`config.mk`:
```
export PLATFORM = sky130hd
export DESIGN_NAME = music_fade_sequencer_core
export DESIGN_NICKNAME = d
export VERILOG_FILES = /design/src/rtl/mfs_pkg.sv /design/src/rtl/music_fade_sequencer_core.sv /design/src/rtl/mfs_div.sv /design/src/rtl/mfs_seq.sv
export SDC_FILE = /design/constraint.sdc
export NUM_CORES = 2
export LEC_CHECK = 0
export CAP_MARGIN = 20
export CELL_PAD_IN_SITES_DETAIL_PLACEMENT = 1
export CELL_PAD_IN_SITES_GLOBAL_PLACEMENT = 1
export CORE_MARGIN = 1
export CORE_UTILIZATION = 51
export DETAILED_ROUTE_END_ITERATION = 10
export DONT_BUFFER_PORTS = 1
export MAX_ROUTING_LAYER = met4
export PLACE_DENSITY_LB_ADDON = 0.1
export SLEW_MARGIN = 20
export SYNTH_ARGS = -nofsm -noshare
export SYNTH_HDL_FRONTEND = slang
export SYNTH_SLANG_ARGS = --single-unit
```
`constraint.sdc`:
```
create_clock -name clock -period 9.3 [get_ports clock]
set_input_delay 2.325 -clock clock [delete_from_list [all_inputs] [get_ports clock]]
set_output_delay 2.325 -clock clock [all_outputs]
set_load 0.03 [all_outputs]
```
`src/rtl/mfs_pkg.sv`:
```
// Shared constants, command codes and the result record of the music fade sequencer.
package mfs_pkg;

   // default parameter values
   localparam int LEVEL_FRAC_BITS_DEF = 8;
   localparam int TIME_BITS_DEF       = 16;

   // fixed port field widths
   localparam int CMD_W   = 2;
   localparam int TRACK_W = 16;
   localparam int TGT_W   = 15;
   localparam int TICK_W  = 16;
   localparam int GAIN_W  = 7;
   localparam int VOL_W   = 10;
   localparam int GP_W    = 14;  // master * music gain product, at most 10000

   localparam int REQ_DATA_W = 80;
   localparam int RSP_DATA_W = 32;
   localparam int CSR_IDX_W  = 1;

   // commands
   localparam logic [CMD_W-1:0] CMD_TICK  = 2'd0;
   localparam logic [CMD_W-1:0] CMD_PLAY  = 2'd1;
   localparam logic [CMD_W-1:0] CMD_QUEUE = 2'd2;
   localparam logic [CMD_W-1:0] CMD_FADE  = 2'd3;

   // configuration register indexes
   localparam logic [CSR_IDX_W-1:0] CSR_MASTER = 1'b0;
   localparam logic [CSR_IDX_W-1:0] CSR_MUSIC  = 1'b1;

   localparam logic [GAIN_W-1:0] GAIN_MAX = 7'd100;
   localparam logic [VOL_W-1:0]  VOL_MAX  = 10'd1000;
   localparam int                VOL_DIV  = 1000;
   localparam int                VOL_HALF = 500;

   // divide by 1000 as multiply by ceil(2^30 / 1000), exact for operands below 2^20;
   // the rounded product with fraction bits dropped is at most 1000500
   localparam int                      VOL_Y_W      = 20;
   localparam int                      VOL_RECIP_W  = 21;
   localparam int                      VOL_RECIP_SH = 30;
   localparam logic [VOL_RECIP_W-1:0]  VOL_RECIP    = 21'd1073742;

   typedef struct packed {
      logic [VOL_W-1:0]   volume_level;
      logic [TRACK_W-1:0] playing_track;
      logic               track_present;
      logic               track_start;
      logic               fade_busy;
   } rsp_type;

endpackage

```
`src/rtl/music_fade_sequencer_core.sv`:
```
// Music fade sequencer top level: stream ports, gain registers, result register.
// Every command passes the gain and volume states from input transfer to rsp_tvalid; a
// tick inside a ramp first runs the ramp multiply and the serial divider.
// Flow: one item at a time; the serial ramp divider, one quotient bit per cycle over
// LEVEL_FRAC_BITS+7 bits, is the longest step; req_tready rises with rsp_tvalid once a result
// enters a free result register. A waiting result does not block input, only the next result.
// Reset (synchronous): no track, level 0, no fade, both gains at 100 percent.
module music_fade_sequencer_core #(
   parameter int LEVEL_FRAC_BITS = mfs_pkg::LEVEL_FRAC_BITS_DEF,
   parameter int TIME_BITS       = mfs_pkg::TIME_BITS_DEF
) (
   input  logic                             clock,
   input  logic                             reset,
   // request stream
   input  logic                             req_tvalid,
   output logic                             req_tready,
   // tdata: track_id[15:0], target_level[30:16], fade_out_ticks[46:31],
   //        fade_in_ticks[62:47], delta_ticks[78:63], zero pad [79]
   input  logic [mfs_pkg::REQ_DATA_W-1:0]   req_tdata,
   // tuser: command[1:0]
   input  logic [mfs_pkg::CMD_W-1:0]        req_tuser,
   // result stream
   output logic                             rsp_tvalid,
   input  logic                             rsp_tready,
   // tdata: volume_level[9:0], playing_track[25:10], track_present[26],
   //        track_start[27], fade_busy[28], zero pad [31:29]
   output logic [mfs_pkg::RSP_DATA_W-1:0]   rsp_tdata,
   // configuration writes
   input  logic                             csr_valid,
   output logic                             csr_ready,
   input  logic [mfs_pkg::CSR_IDX_W-1:0]    csr_index,
   input  logic [mfs_pkg::GAIN_W-1:0]       csr_data
);

   logic [mfs_pkg::GAIN_W-1:0] master_ff, master_in;
   logic [mfs_pkg::GAIN_W-1:0] music_ff, music_in;
   logic                       rsp_valid_ff, rsp_valid_in;
   mfs_pkg::rsp_type           rsp_ff, rsp_in;

   logic             seq_idle;
   logic             req_take;
   logic             res_valid;
   logic             res_take;
   mfs_pkg::rsp_type res;

   assign req_tready = seq_idle;
   assign req_take   = req_tvalid && seq_idle;
   assign csr_ready  = 1'b1;

   // result register frees as soon as it is drained or being drained
   assign res_take = res_valid && (!rsp_valid_ff || rsp_tready);

   mfs_seq #(
      .LEVEL_FRAC_BITS(LEVEL_FRAC_BITS),
      .TIME_BITS      (TIME_BITS)
   ) u_seq (
      .clock            (clock),
      .reset            (reset),
      .idle             (seq_idle),
      .req_take         (req_take),
      .in_command       (req_tuser),
      .in_track_id      (req_tdata[15:0]),
      .in_target_level  (req_tdata[30:16]),
      .in_fade_out_ticks(req_tdata[46:31]),
      .in_fade_in_ticks (req_tdata[62:47]),
      .in_delta_ticks   (req_tdata[78:63]),
      .master_gain      (master_ff),
      .music_gain       (music_ff),
      .res_valid        (res_valid),
      .res_take         (res_take),
      .res              (res)
   );

   always_comb begin
      master_in = master_ff;
      music_in  = music_ff;
      if (csr_valid) begin
         unique case (csr_index)
            mfs_pkg::CSR_MASTER: master_in = csr_data;
            mfs_pkg::CSR_MUSIC:  music_in  = csr_data;
         endcase
      end
   end

   always_comb begin
      rsp_valid_in = rsp_valid_ff;
      rsp_in       = rsp_ff;
      if (res_take) begin
         rsp_valid_in = 1'b1;
         rsp_in       = res;
      end else if (rsp_tready) begin
         rsp_valid_in = 1'b0;
      end
   end

   always_ff @(posedge clock) begin
      if (reset) begin
         master_ff    <= mfs_pkg::GAIN_MAX;
         music_ff     <= mfs_pkg::GAIN_MAX;
         rsp_valid_ff <= 1'b0;
      end else begin
         master_ff    <= master_in;
         music_ff     <= music_in;
         rsp_valid_ff <= rsp_valid_in;
      end
      rsp_ff <= rsp_in;
   end

   assign rsp_tvalid = rsp_valid_ff;
   assign rsp_tdata  = {3'b000, rsp_ff.fade_busy, rsp_ff.track_start, rsp_ff.track_present,
                        rsp_ff.playing_track, rsp_ff.volume_level};

endmodule

```
`src/rtl/mfs_div.sv`:
```
// Serial restoring divider, one quotient bit per cycle; quotient known to fit QW bits.
module mfs_div #(
   parameter int QW  = 15,
   parameter int DVW = 16
) (
   input  logic              clock,
   input  logic              reset,
   input  logic              start,
   input  logic [QW+DVW-1:0] dividend,
   input  logic [DVW-1:0]    divisor,
   output logic              done,
   output logic [QW-1:0]     quotient
);

   localparam int CNTW = $clog2(QW + 1);

   logic            run_ff, run_in;
   logic            done_ff, done_in;
   logic [CNTW-1:0] cnt_ff, cnt_in;
   logic [DVW-1:0]  rem_ff, rem_in;
   logic [DVW-1:0]  dvs_ff, dvs_in;
   logic [QW-1:0]   lo_ff, lo_in;
   logic [QW-1:0]   quo_ff, quo_in;

   logic [DVW:0] trial;
   logic [DVW:0] trial_sub;
   logic         fits;

   assign trial     = {rem_ff, lo_ff[QW-1]};
   assign trial_sub = trial - {1'b0, dvs_ff};
   assign fits      = trial >= {1'b0, dvs_ff};

   always_comb begin
      run_in  = run_ff;
      done_in = 1'b0;
      cnt_in  = cnt_ff;
      rem_in  = rem_ff;
      dvs_in  = dvs_ff;
      lo_in   = lo_ff;
      quo_in  = quo_ff;
      if (start) begin
         // the upper part is already below the divisor
         rem_in = dividend[QW+DVW-1:QW];
         lo_in  = dividend[QW-1:0];
         dvs_in = divisor;
         quo_in = '0;
         cnt_in = CNTW'(QW);
         run_in = 1'b1;
      end else if (run_ff) begin
         rem_in = fits ? trial_sub[DVW-1:0] : trial[DVW-1:0];
         lo_in  = lo_ff << 1;
         quo_in = {quo_ff[QW-2:0], fits};
         cnt_in = cnt_ff - CNTW'(1);
         if (cnt_ff == CNTW'(1)) begin
            run_in  = 1'b0;
            done_in = 1'b1;
         end
      end
   end

   always_ff @(posedge clock) begin
      if (reset) begin
         run_ff  <= 1'b0;
         done_ff <= 1'b0;
         cnt_ff  <= '0;
      end else begin
         run_ff  <= run_in;
         done_ff <= done_in;
         cnt_ff  <= cnt_in;
      end
      rem_ff <= rem_in;
      dvs_ff <= dvs_in;
      lo_ff  <= lo_in;
      quo_ff <= quo_in;
   end

   assign done     = done_ff;
   assign quotient = quo_ff;

`ifndef ASSERT_OFF
   a_rem_below_dvs: assert property (@(posedge clock) disable iff (reset)
      run_ff |-> (rem_ff < dvs_ff))
      else $error("divider remainder not below divisor");
`endif

endmodule

```
`src/rtl/mfs_seq.sv`:
```
// Command sequencer: track and ramp state, shared multiplier, divider control.
module mfs_seq #(
   parameter int LEVEL_FRAC_BITS = mfs_pkg::LEVEL_FRAC_BITS_DEF,
   parameter int TIME_BITS       = mfs_pkg::TIME_BITS_DEF
) (
   input  logic                        clock,
   input  logic                        reset,
   output logic                        idle,
   input  logic                        req_take,
   input  logic [mfs_pkg::CMD_W-1:0]   in_command,
   input  logic [mfs_pkg::TRACK_W-1:0] in_track_id,
   input  logic [mfs_pkg::TGT_W-1:0]   in_target_level,
   input  logic [mfs_pkg::TICK_W-1:0]  in_fade_out_ticks,
   input  logic [mfs_pkg::TICK_W-1:0]  in_fade_in_ticks,
   input  logic [mfs_pkg::TICK_W-1:0]  in_delta_ticks,
   input  logic [mfs_pkg::GAIN_W-1:0]  master_gain,
   input  logic [mfs_pkg::GAIN_W-1:0]  music_gain,
   output logic                        res_valid,
   input  logic                        res_take,
   output mfs_pkg::rsp_type            res
);

   localparam int LW  = LEVEL_FRAC_BITS + 7;
   localparam int BW  = (TIME_BITS > mfs_pkg::GP_W) ? TIME_BITS : mfs_pkg::GP_W;
   localparam int PW  = LW + BW;
   localparam int PW1 = PW + 1;
   localparam int CW  = (LW > mfs_pkg::TGT_W) ? LW : mfs_pkg::TGT_W;
   localparam int TW  = (TIME_BITS > mfs_pkg::TICK_W) ? TIME_BITS : mfs_pkg::TICK_W;
   localparam int TW1 = TW + 1;
   localparam int YW  = mfs_pkg::VOL_Y_W;
   localparam int MW  = mfs_pkg::VOL_Y_W + mfs_pkg::VOL_RECIP_W;
   localparam int QVW = mfs_pkg::VOL_W + 1;

   localparam logic [CW-1:0]  LVL_LIM = CW'(100) << LEVEL_FRAC_BITS;
   localparam logic [LW-1:0]  LVL_MAX = LW'(100) << LEVEL_FRAC_BITS;
   localparam logic [TW-1:0]  T_MAX   = TW'({TIME_BITS{1'b1}});
   localparam logic [PW1-1:0] RND     = PW1'(mfs_pkg::VOL_HALF) << LEVEL_FRAC_BITS;

   localparam logic [3:0] S_IDLE = 4'd0;
   localparam logic [3:0] S_EXEC = 4'd1;
   localparam logic [3:0] S_RMUL = 4'd2;
   localparam logic [3:0] S_RDGO = 4'd3;
   localparam logic [3:0] S_RDWT = 4'd4;
   localparam logic [3:0] S_GMUL = 4'd5;
   localparam logic [3:0] S_VMUL = 4'd6;
   localparam logic [3:0] S_VRND = 4'd7;
   localparam logic [3:0] S_VREC = 4'd8;
   localparam logic [3:0] S_DONE = 4'd9;

   function automatic logic [TIME_BITS-1:0] clamp_time(input logic [mfs_pkg::TICK_W-1:0] v);
      logic [TW-1:0] x;
      x = TW'(v);
      if (x == '0) begin
         x = TW'(1);
      end else if (x > T_MAX) begin
         x = T_MAX;
      end
      return x[TIME_BITS-1:0];
   endfunction

   logic [3:0]                  state_ff, state_in;
   logic [LW-1:0]               level_ff, level_in;
   logic [LW-1:0]               start_ff, start_in;
   logic [LW-1:0]               target_ff, target_in;
   logic [TIME_BITS-1:0]        len_ff, len_in;
   logic [TIME_BITS-1:0]        elap_ff, elap_in;
   logic [mfs_pkg::TRACK_W-1:0] cur_ff, cur_in;
   logic                        cur_v_ff, cur_v_in;
   logic [mfs_pkg::TRACK_W-1:0] pend_ff, pend_in;
   logic                        pend_v_ff, pend_v_in;
   logic [LW-1:0]               pend_lvl_ff, pend_lvl_in;
   logic [mfs_pkg::TICK_W-1:0]  pend_fin_ff, pend_fin_in;
   logic                        sw_ff, sw_in;
   logic                        started_ff, started_in;
   logic [mfs_pkg::VOL_W-1:0]   vol_ff, vol_in;

   // captured command and working registers
   logic [mfs_pkg::CMD_W-1:0]   cmd_ff, cmd_in;
   logic [mfs_pkg::TRACK_W-1:0] id_ff, id_in;
   logic [LW-1:0]               tgt_ff, tgt_in;
   logic [mfs_pkg::TICK_W-1:0]  fout_ff, fout_in;
   logic [mfs_pkg::TICK_W-1:0]  fin_ff, fin_in;
   logic [mfs_pkg::TICK_W-1:0]  dt_ff, dt_in;
   logic [LW-1:0]               diff_ff, diff_in;
   logic [PW-1:0]               prod_ff, prod_in;

   logic [CW-1:0]          tgt_ext;
   logic [CW-1:0]          tgt_clamped;
   logic [TW1-1:0]         esum;
   logic [TIME_BITS-1:0]   e_new;
   logic [mfs_pkg::GAIN_W-1:0] mg;
   logic [mfs_pkg::GAIN_W-1:0] gg;
   logic [LW-1:0]          mul_a;
   logic [BW-1:0]          mul_b;
   logic [PW1-1:0]         ysum;
   logic [PW-1:0]          yval;
   logic [MW-1:0]          vrec;
   logic [QVW-1:0]         vq;
   logic                   ramp_up;

   logic                   div_start;
   logic [PW-1:0]          div_dividend;
   logic [BW-1:0]          div_divisor;
   logic                   div_done;
   logic [LW-1:0]          div_q;

   assign tgt_ext     = CW'(in_target_level);
   assign tgt_clamped = (tgt_ext > LVL_LIM) ? LVL_LIM : tgt_ext;

   assign esum  = TW1'(elap_ff) + TW1'(dt_ff);
   assign e_new = (esum > TW1'(T_MAX)) ? {TIME_BITS{1'b1}} : esum[TIME_BITS-1:0];

   assign mg = (master_gain > mfs_pkg::GAIN_MAX) ? mfs_pkg::GAIN_MAX : master_gain;
   assign gg = (music_gain > mfs_pkg::GAIN_MAX) ? mfs_pkg::GAIN_MAX : music_gain;

   assign ramp_up = target_ff >= start_ff;

   // rounding half of the constant divisor, then drop the fraction bits
   assign ysum = {1'b0, prod_ff} + RND;
   assign yval = PW'(ysum >> LEVEL_FRAC_BITS);

   // divide by 1000 through the reciprocal
   assign vrec = MW'(prod_ff[YW-1:0]) * MW'(mfs_pkg::VOL_RECIP);
   assign vq   = vrec[mfs_pkg::VOL_RECIP_SH +: QVW];

   always_comb begin
      case (state_ff)
         S_RMUL: begin
            mul_a = diff_ff;
            mul_b = BW'(elap_ff);
         end
         S_GMUL: begin
            mul_a = LW'(mg);
            mul_b = BW'(gg);
         end
         default: begin
            mul_a = level_ff;
            mul_b = BW'(prod_ff[mfs_pkg::GP_W-1:0]);
         end
      endcase
   end

   assign div_start    = (state_ff == S_RDGO);
   assign div_dividend = prod_ff;
   assign div_divisor  = BW'(len_ff);

   mfs_div #(
      .QW (LW),
      .DVW(BW)
   ) u_div (
      .clock   (clock),
      .reset   (reset),
      .start   (div_start),
      .dividend(div_dividend),
      .divisor (div_divisor),
      .done    (div_done),
      .quotient(div_q)
   );

   always_comb begin
      state_in    = state_ff;
      level_in    = level_ff;
      start_in    = start_ff;
      target_in   = target_ff;
      len_in      = len_ff;
      elap_in     = elap_ff;
      cur_in      = cur_ff;
      cur_v_in    = cur_v_ff;
      pend_in     = pend_ff;
      pend_v_in   = pend_v_ff;
      pend_lvl_in = pend_lvl_ff;
      pend_fin_in = pend_fin_ff;
      sw_in       = sw_ff;
      started_in  = started_ff;
      vol_in      = vol_ff;
      cmd_in      = cmd_ff;
      id_in       = id_ff;
      tgt_in      = tgt_ff;
      fout_in     = fout_ff;
      fin_in      = fin_ff;
      dt_in       = dt_ff;
      diff_in     = diff_ff;
      prod_in     = prod_ff;

      unique case (state_ff)
         S_IDLE: begin
            if (req_take) begin
               cmd_in     = in_command;
               id_in      = in_track_id;
               tgt_in     = tgt_clamped[LW-1:0];
               fout_in    = in_fade_out_ticks;
               fin_in     = in_fade_in_ticks;
               dt_in      = in_delta_ticks;
               started_in = 1'b0;
               state_in   = S_EXEC;
            end
         end
         S_EXEC: begin
            state_in = S_GMUL;
            unique case (cmd_ff)
               mfs_pkg::CMD_TICK: begin
                  if (len_ff != '0) begin
                     if (e_new < len_ff) begin
                        elap_in  = e_new;
                        diff_in  = ramp_up ? (target_ff - start_ff) : (start_ff - target_ff);
                        state_in = S_RMUL;
                     end else begin
                        level_in = target_ff;
                        start_in = target_ff;
                        len_in   = '0;
                        elap_in  = '0;
                        // fade-out finished: bring in the queued track
                        if (sw_ff && (target_ff == '0) && pend_v_ff) begin
                           cur_in     = pend_ff;
                           cur_v_in   = 1'b1;
                           pend_v_in  = 1'b0;
                           sw_in      = 1'b0;
                           level_in   = '0;
                           start_in   = '0;
                           target_in  = pend_lvl_ff;
                           len_in     = clamp_time(pend_fin_ff);
                           started_in = 1'b1;
                        end
                     end
                  end
               end
               mfs_pkg::CMD_PLAY: begin
                  cur_in     = id_ff;
                  cur_v_in   = 1'b1;
                  pend_v_in  = 1'b0;
                  sw_in      = 1'b0;
                  elap_in    = '0;
                  len_in     = '0;
                  level_in   = tgt_ff;
                  start_in   = tgt_ff;
                  target_in  = tgt_ff;
                  started_in = 1'b1;
               end
               mfs_pkg::CMD_QUEUE: begin
                  elap_in = '0;
                  if (!cur_v_ff) begin
                     cur_in     = id_ff;
                     cur_v_in   = 1'b1;
                     pend_v_in  = 1'b0;
                     sw_in      = 1'b0;
                     level_in   = '0;
                     start_in   = '0;
                     target_in  = tgt_ff;
                     len_in     = clamp_time(fin_ff);
                     started_in = 1'b1;
                  end else if (cur_ff == id_ff) begin
                     start_in  = level_ff;
                     target_in = tgt_ff;
                     len_in    = clamp_time(fin_ff);
                  end else begin
                     pend_in     = id_ff;
                     pend_v_in   = 1'b1;
                     pend_lvl_in = tgt_ff;
                     pend_fin_in = fin_ff;
                     sw_in       = 1'b1;
                     start_in    = level_ff;
                     target_in   = '0;
                     len_in      = clamp_time(fout_ff);
                  end
               end
               mfs_pkg::CMD_FADE: begin
                  start_in  = level_ff;
                  target_in = tgt_ff;
                  len_in    = clamp_time(fin_ff);
                  elap_in   = '0;
               end
            endcase
         end
         S_RMUL: begin
            prod_in  = PW'(mul_a) * PW'(mul_b);
            state_in = S_RDGO;
         end
         S_RDGO: begin
            state_in = S_RDWT;
         end
         S_RDWT: begin
            if (div_done) begin
               level_in = ramp_up ? (start_ff + div_q) : (start_ff - div_q);
               state_in = S_GMUL;
            end
         end
         S_GMUL: begin
            prod_in  = PW'(mul_a) * PW'(mul_b);
            state_in = S_VMUL;
         end
         S_VMUL: begin
            prod_in  = PW'(mul_a) * PW'(mul_b);
            state_in = S_VRND;
         end
         S_VRND: begin
            prod_in  = yval;
            state_in = S_VREC;
         end
         S_VREC: begin
            vol_in   = (vq > {1'b0, mfs_pkg::VOL_MAX}) ? mfs_pkg::VOL_MAX
                                                     : vq[mfs_pkg::VOL_W-1:0];
            state_in = S_DONE;
         end
         S_DONE: begin
            if (res_take) begin
               state_in = S_IDLE;
            end
         end
         default: begin
            state_in = S_IDLE;
         end
      endcase
   end

   always_ff @(posedge clock) begin
      if (reset) begin
         state_ff    <= S_IDLE;
         level_ff    <= '0;
         start_ff    <= '0;
         target_ff   <= '0;
         len_ff      <= '0;
         elap_ff     <= '0;
         cur_ff      <= '0;
         cur_v_ff    <= 1'b0;
         pend_ff     <= '0;
         pend_v_ff   <= 1'b0;
         pend_lvl_ff <= '0;
         pend_fin_ff <= '0;
         sw_ff       <= 1'b0;
         started_ff  <= 1'b0;
         vol_ff      <= '0;
      end else begin
         state_ff    <= state_in;
         level_ff    <= level_in;
         start_ff    <= start_in;
         target_ff   <= target_in;
         len_ff      <= len_in;
         elap_ff     <= elap_in;
         cur_ff      <= cur_in;
         cur_v_ff    <= cur_v_in;
         pend_ff     <= pend_in;
         pend_v_ff   <= pend_v_in;
         pend_lvl_ff <= pend_lvl_in;
         pend_fin_ff <= pend_fin_in;
         sw_ff       <= sw_in;
         started_ff  <= started_in;
         vol_ff      <= vol_in;
      end
      cmd_ff  <= cmd_in;
      id_ff   <= id_in;
      tgt_ff  <= tgt_in;
      fout_ff <= fout_in;
      fin_ff  <= fin_in;
      dt_ff   <= dt_in;
      diff_ff <= diff_in;
      prod_ff <= prod_in;
   end

   assign idle      = (state_ff == S_IDLE);
   assign res_valid = (state_ff == S_DONE);

   assign res.volume_level  = vol_ff;
   assign res.playing_track = cur_ff;
   assign res.track_present = cur_v_ff;
   assign res.track_start   = started_ff;
   assign res.fade_busy     = (len_ff != '0);

`ifndef ASSERT_OFF
   a_level_range: assert property (@(posedge clock) disable iff (reset)
      level_ff <= LVL_MAX)
      else $error("level above full scale");

   a_ramp_open: assert property (@(posedge clock) disable iff (reset)
      (state_ff == S_IDLE) && (len_ff != '0) |-> (elap_ff < len_ff))
      else $error("idle with an expired ramp");

   a_switch_pair: assert property (@(posedge clock) disable iff (reset)
      pend_v_ff == sw_ff)
      else $error("pending track and switch flag disagree");

   a_div_done_state: assert property (@(posedge clock) disable iff (reset)
      div_done |-> (state_ff == S_RDWT))
      else $error("divider finished outside the ramp wait state");
`endif

endmodule
```
==> flow_metrics.env <==
export IMPL_slew_headroom_pct=26.4
export IMPL_core_um2=65700
export IMPL_final_area_um2=36400
export IMPL_synth_top_area_share_pct=18.0
export IMPL_gp_congestion=0.972
export IMPL_pre_cts_ws_ns=0.555
export IMPL_placed_cell_area_um2=34800
export IMPL_grt_usage_pct=31.5
export IMPL_viasPerCell=5.92
export IMPL_fillCellCount=7475
export IMPL_vdd_drop_max_uv=621
export IMPL_cts_tree="done"
export IMPL_wirelength_mm=102
export IMPL_netlist_top_cell_by_area="edfxtp_1"
export IMPL_end_kind="register"
export IMPL_rows=94
export IMPL_ys_async_sr_fraction_pct=0
export IMPL_setup_ws_ns=0.575
export IMPL_drt_pre_antenna_iters=6
export IMPL_synthTopCellsByArea="edfxtp_1, fa_1, ha_1"
export IMPL_final_common_cell="inv_1"
export IMPL_fin_crit_sh_pct=93.8
export IMPL_slew_violations=0
export IMPL_fmax_mhz=115
export IMPL_antenna_left=0
export IMPL_arrival_ns=9.08
export IMPL_synth_edf_count=203
export IMPL_start_kind="register"
export IMPL_clk_pin_slew_ns=0.07
export IMPL_crit_type="reg2reg"
export IMPL_cap_violations=0
export IMPL_regArea_um2=9960
export IMPL_nNetsFinal=4367
export IMPL_worst_path_max_delay_cell="o41ai_1"
export IMPL_die_w_um=260
export IMPL_p_leak_nw=16.0
export IMPL_cts_buffers_inserted=44
export IMPL_die_area_um2=67500
export IMPL_hold_violations=0
export IMPL_netlist_instances=3681
export IMPL_post_drt_wl_per_cell_um=22.6
export IMPL_status="finished, final reports clean"
export IMPL_tightestPinTransition_ns=1.09
export IMPL_ys_warnings_count=0
export IMPL_grt_pass1_vias=29300
export IMPL_multi_input_area_um2=21500
export IMPL_grt_pass1_wl_mm=161
export IMPL_dp_cells=4450
export IMPL_synth_ff_type="edfxtp_1"
export IMPL_netlist_area_um2=33900
export IMPL_drc=0
export IMPL_grt_antenna_before_repair=4
export IMPL_clockBufferDepth=3
export IMPL_worst_path_buf_inv=7
export IMPL_overflow=0
export IMPL_synth_seq_cells=396
export IMPL_avgSynthCellArea_um2=9.21
export IMPL_timing_hold_ws_ns=0.431
export IMPL_yosysUniqueCellTypes=95
export IMPL_p_per_area_nw_per_um2=391
export IMPL_path_delay_family="adder cells"
export IMPL_fin_skew_ns=0.0558
export IMPL_htreeDepth=2
export IMPL_port_buffer_count=0
export IMPL_clock_sinks=396
export IMPL_dp_hpwl_mm=80.7
export IMPL_pin_count=130
export IMPL_critPathMaxStageDelay_ns=0.77
export IMPL_cts_root_buf="clkbuf_16"
export IMPL_num_vias=26900
export IMPL_synth_seq_area_share_pct=29.4
export IMPL_cp_required_ns=9.66
export IMPL_fin_cells=4537
export IMPL_die_y_um=260
export IMPL_finalSetupViolations=0
export IMPL_grt_max_degree=181
export IMPL_layout_drive_gt1_share_pct=5.64
export IMPL_rsz0062_at_grt="no"
export IMPL_area_growth_pct=7.30
export IMPL_worstSkewPairLatency_ns=0.62
export IMPL_worstHoldPathType="reg2reg"
export IMPL_final_cell_mix="inv_1, nor2_1, nand2_1"
export IMPL_worstPathMaxFanout=34
export IMPL_setup_tns_ns=0
export IMPL_start_util_pct=51.6
export IMPL_fin_crit_ns=8.73
export IMPL_drt_iter0_markers=1670
[cell families (layout without fill, tap and decap cells)]
family | Yosys count | in the layout | synth area share, %
DFF | 396 | 396 | 29.4
AOI/OAI and AO/OA | 729 | 729 | 14.1
buffers and inverters | 659 | 645 | 7.48
other | 2 | 8 | 0.0222
adders and majority gates | 640 | 640 | 29.6
xor gates and xnor gates | 126 | 126 | 3.26
and+or+nand+nor | 1054 | 1054 | 13.9
muxes | 75 | 75 | 2.28
[stage by stage]
stage	util (%)	total power, mW
detailed placement	53.0	12.3
global placement	53.0	12.0
floorplan	-	9.42
finish	55.3	14.2
CTS	55.3	14.2
global route	55.3	15.5
[Yosys cell counts (all sizes together) (17+ instances only)]
cell    number
nor3        36
nor4        29
or3         17
nor2       391
xnor2       79
xor2        47
a221oi      32
or2         18
nand4       41
mux2        18
nand2b      21
mux2i       57
a21o        50
inv        510
fa         270
clkbuf     132
nand2      372
a211oi      69
nor2b       28
o21ai       91
a31oi       25
edfxtp     203
ha         369
dfxtp      193
a22oi       65
nand3       45
a21oi      257
[where the power goes]
part	internal [mW]	leakage (nW)	total [mW]	switching [mW]
sequential	2.07	3.45	2.28	0.212
clock	1.02	0.735	1.81	0.784
combinational	3.81	11.8	10.1	6.33
total	6.90	16.0	14.2	7.33
[sequential cells by signal, indices dropped and copies added, names as in the netlist, 16 cells and up]
register            count
rsp_tdata              29
u_seq.cur_ff           16
u_seq.div_dividend     31
u_seq.div_divisor      16
u_seq.dt_ff            16
u_seq.elap_ff          16
u_seq.fin_ff           16
u_seq.fout_ff          16
u_seq.id_ff            16
u_seq.pend_ff          16
u_seq.pend_fin_ff      16
u_seq.u_div.dvs_ff     16
u_seq.u_div.rem_ff     16
[per-layer routing]
layer	global-route usage, %	wire [um]
met5	-	0
met4	10.5	3410
met3	3.76	4740
met2	53.7	50800
met1	38.7	43500
[final cells by class]
| cell class | instances | share of cell area, % |
|---|---|---|
| clock buffers | 61 | 3.57 |
| inverters | 511 | 5.27 |
| multi-input cells | 2628 | 59.1 |
| well taps | 864 | 2.97 |
| flip-flops and latches | 396 | 27.4 |
| diodes | 4 | 0.0275 |
| clock inverters | 21 | 0.557 |
| repair buffers | 52 | 1.11 |
[final timing paths]
kind | from | end | depth (start not counted) | slack [ns]
setup / recovery | u_seq.state_ff[2] | u_seq.div_dividend[30] | 27 | 0.57
setup reg to reg | u_seq.state_ff[2] | u_seq.div_dividend[30] | 27 | 0.57
hold reg to reg | u_seq.vol_ff[2] | rsp_tdata[2] | 0 | 0.43
hold / removal | u_seq.vol_ff[2] | rsp_tdata[2] | 0 | 0.43
[what timing repair did]
action                                  in CTS  in global routing
setup buffers                                0                  0
hold buffers                                 0                  0
endpoints found under the setup margin       0                  1
resized for setup                            0                  1
No activity file was read; power rests on OpenSTA's default activity.
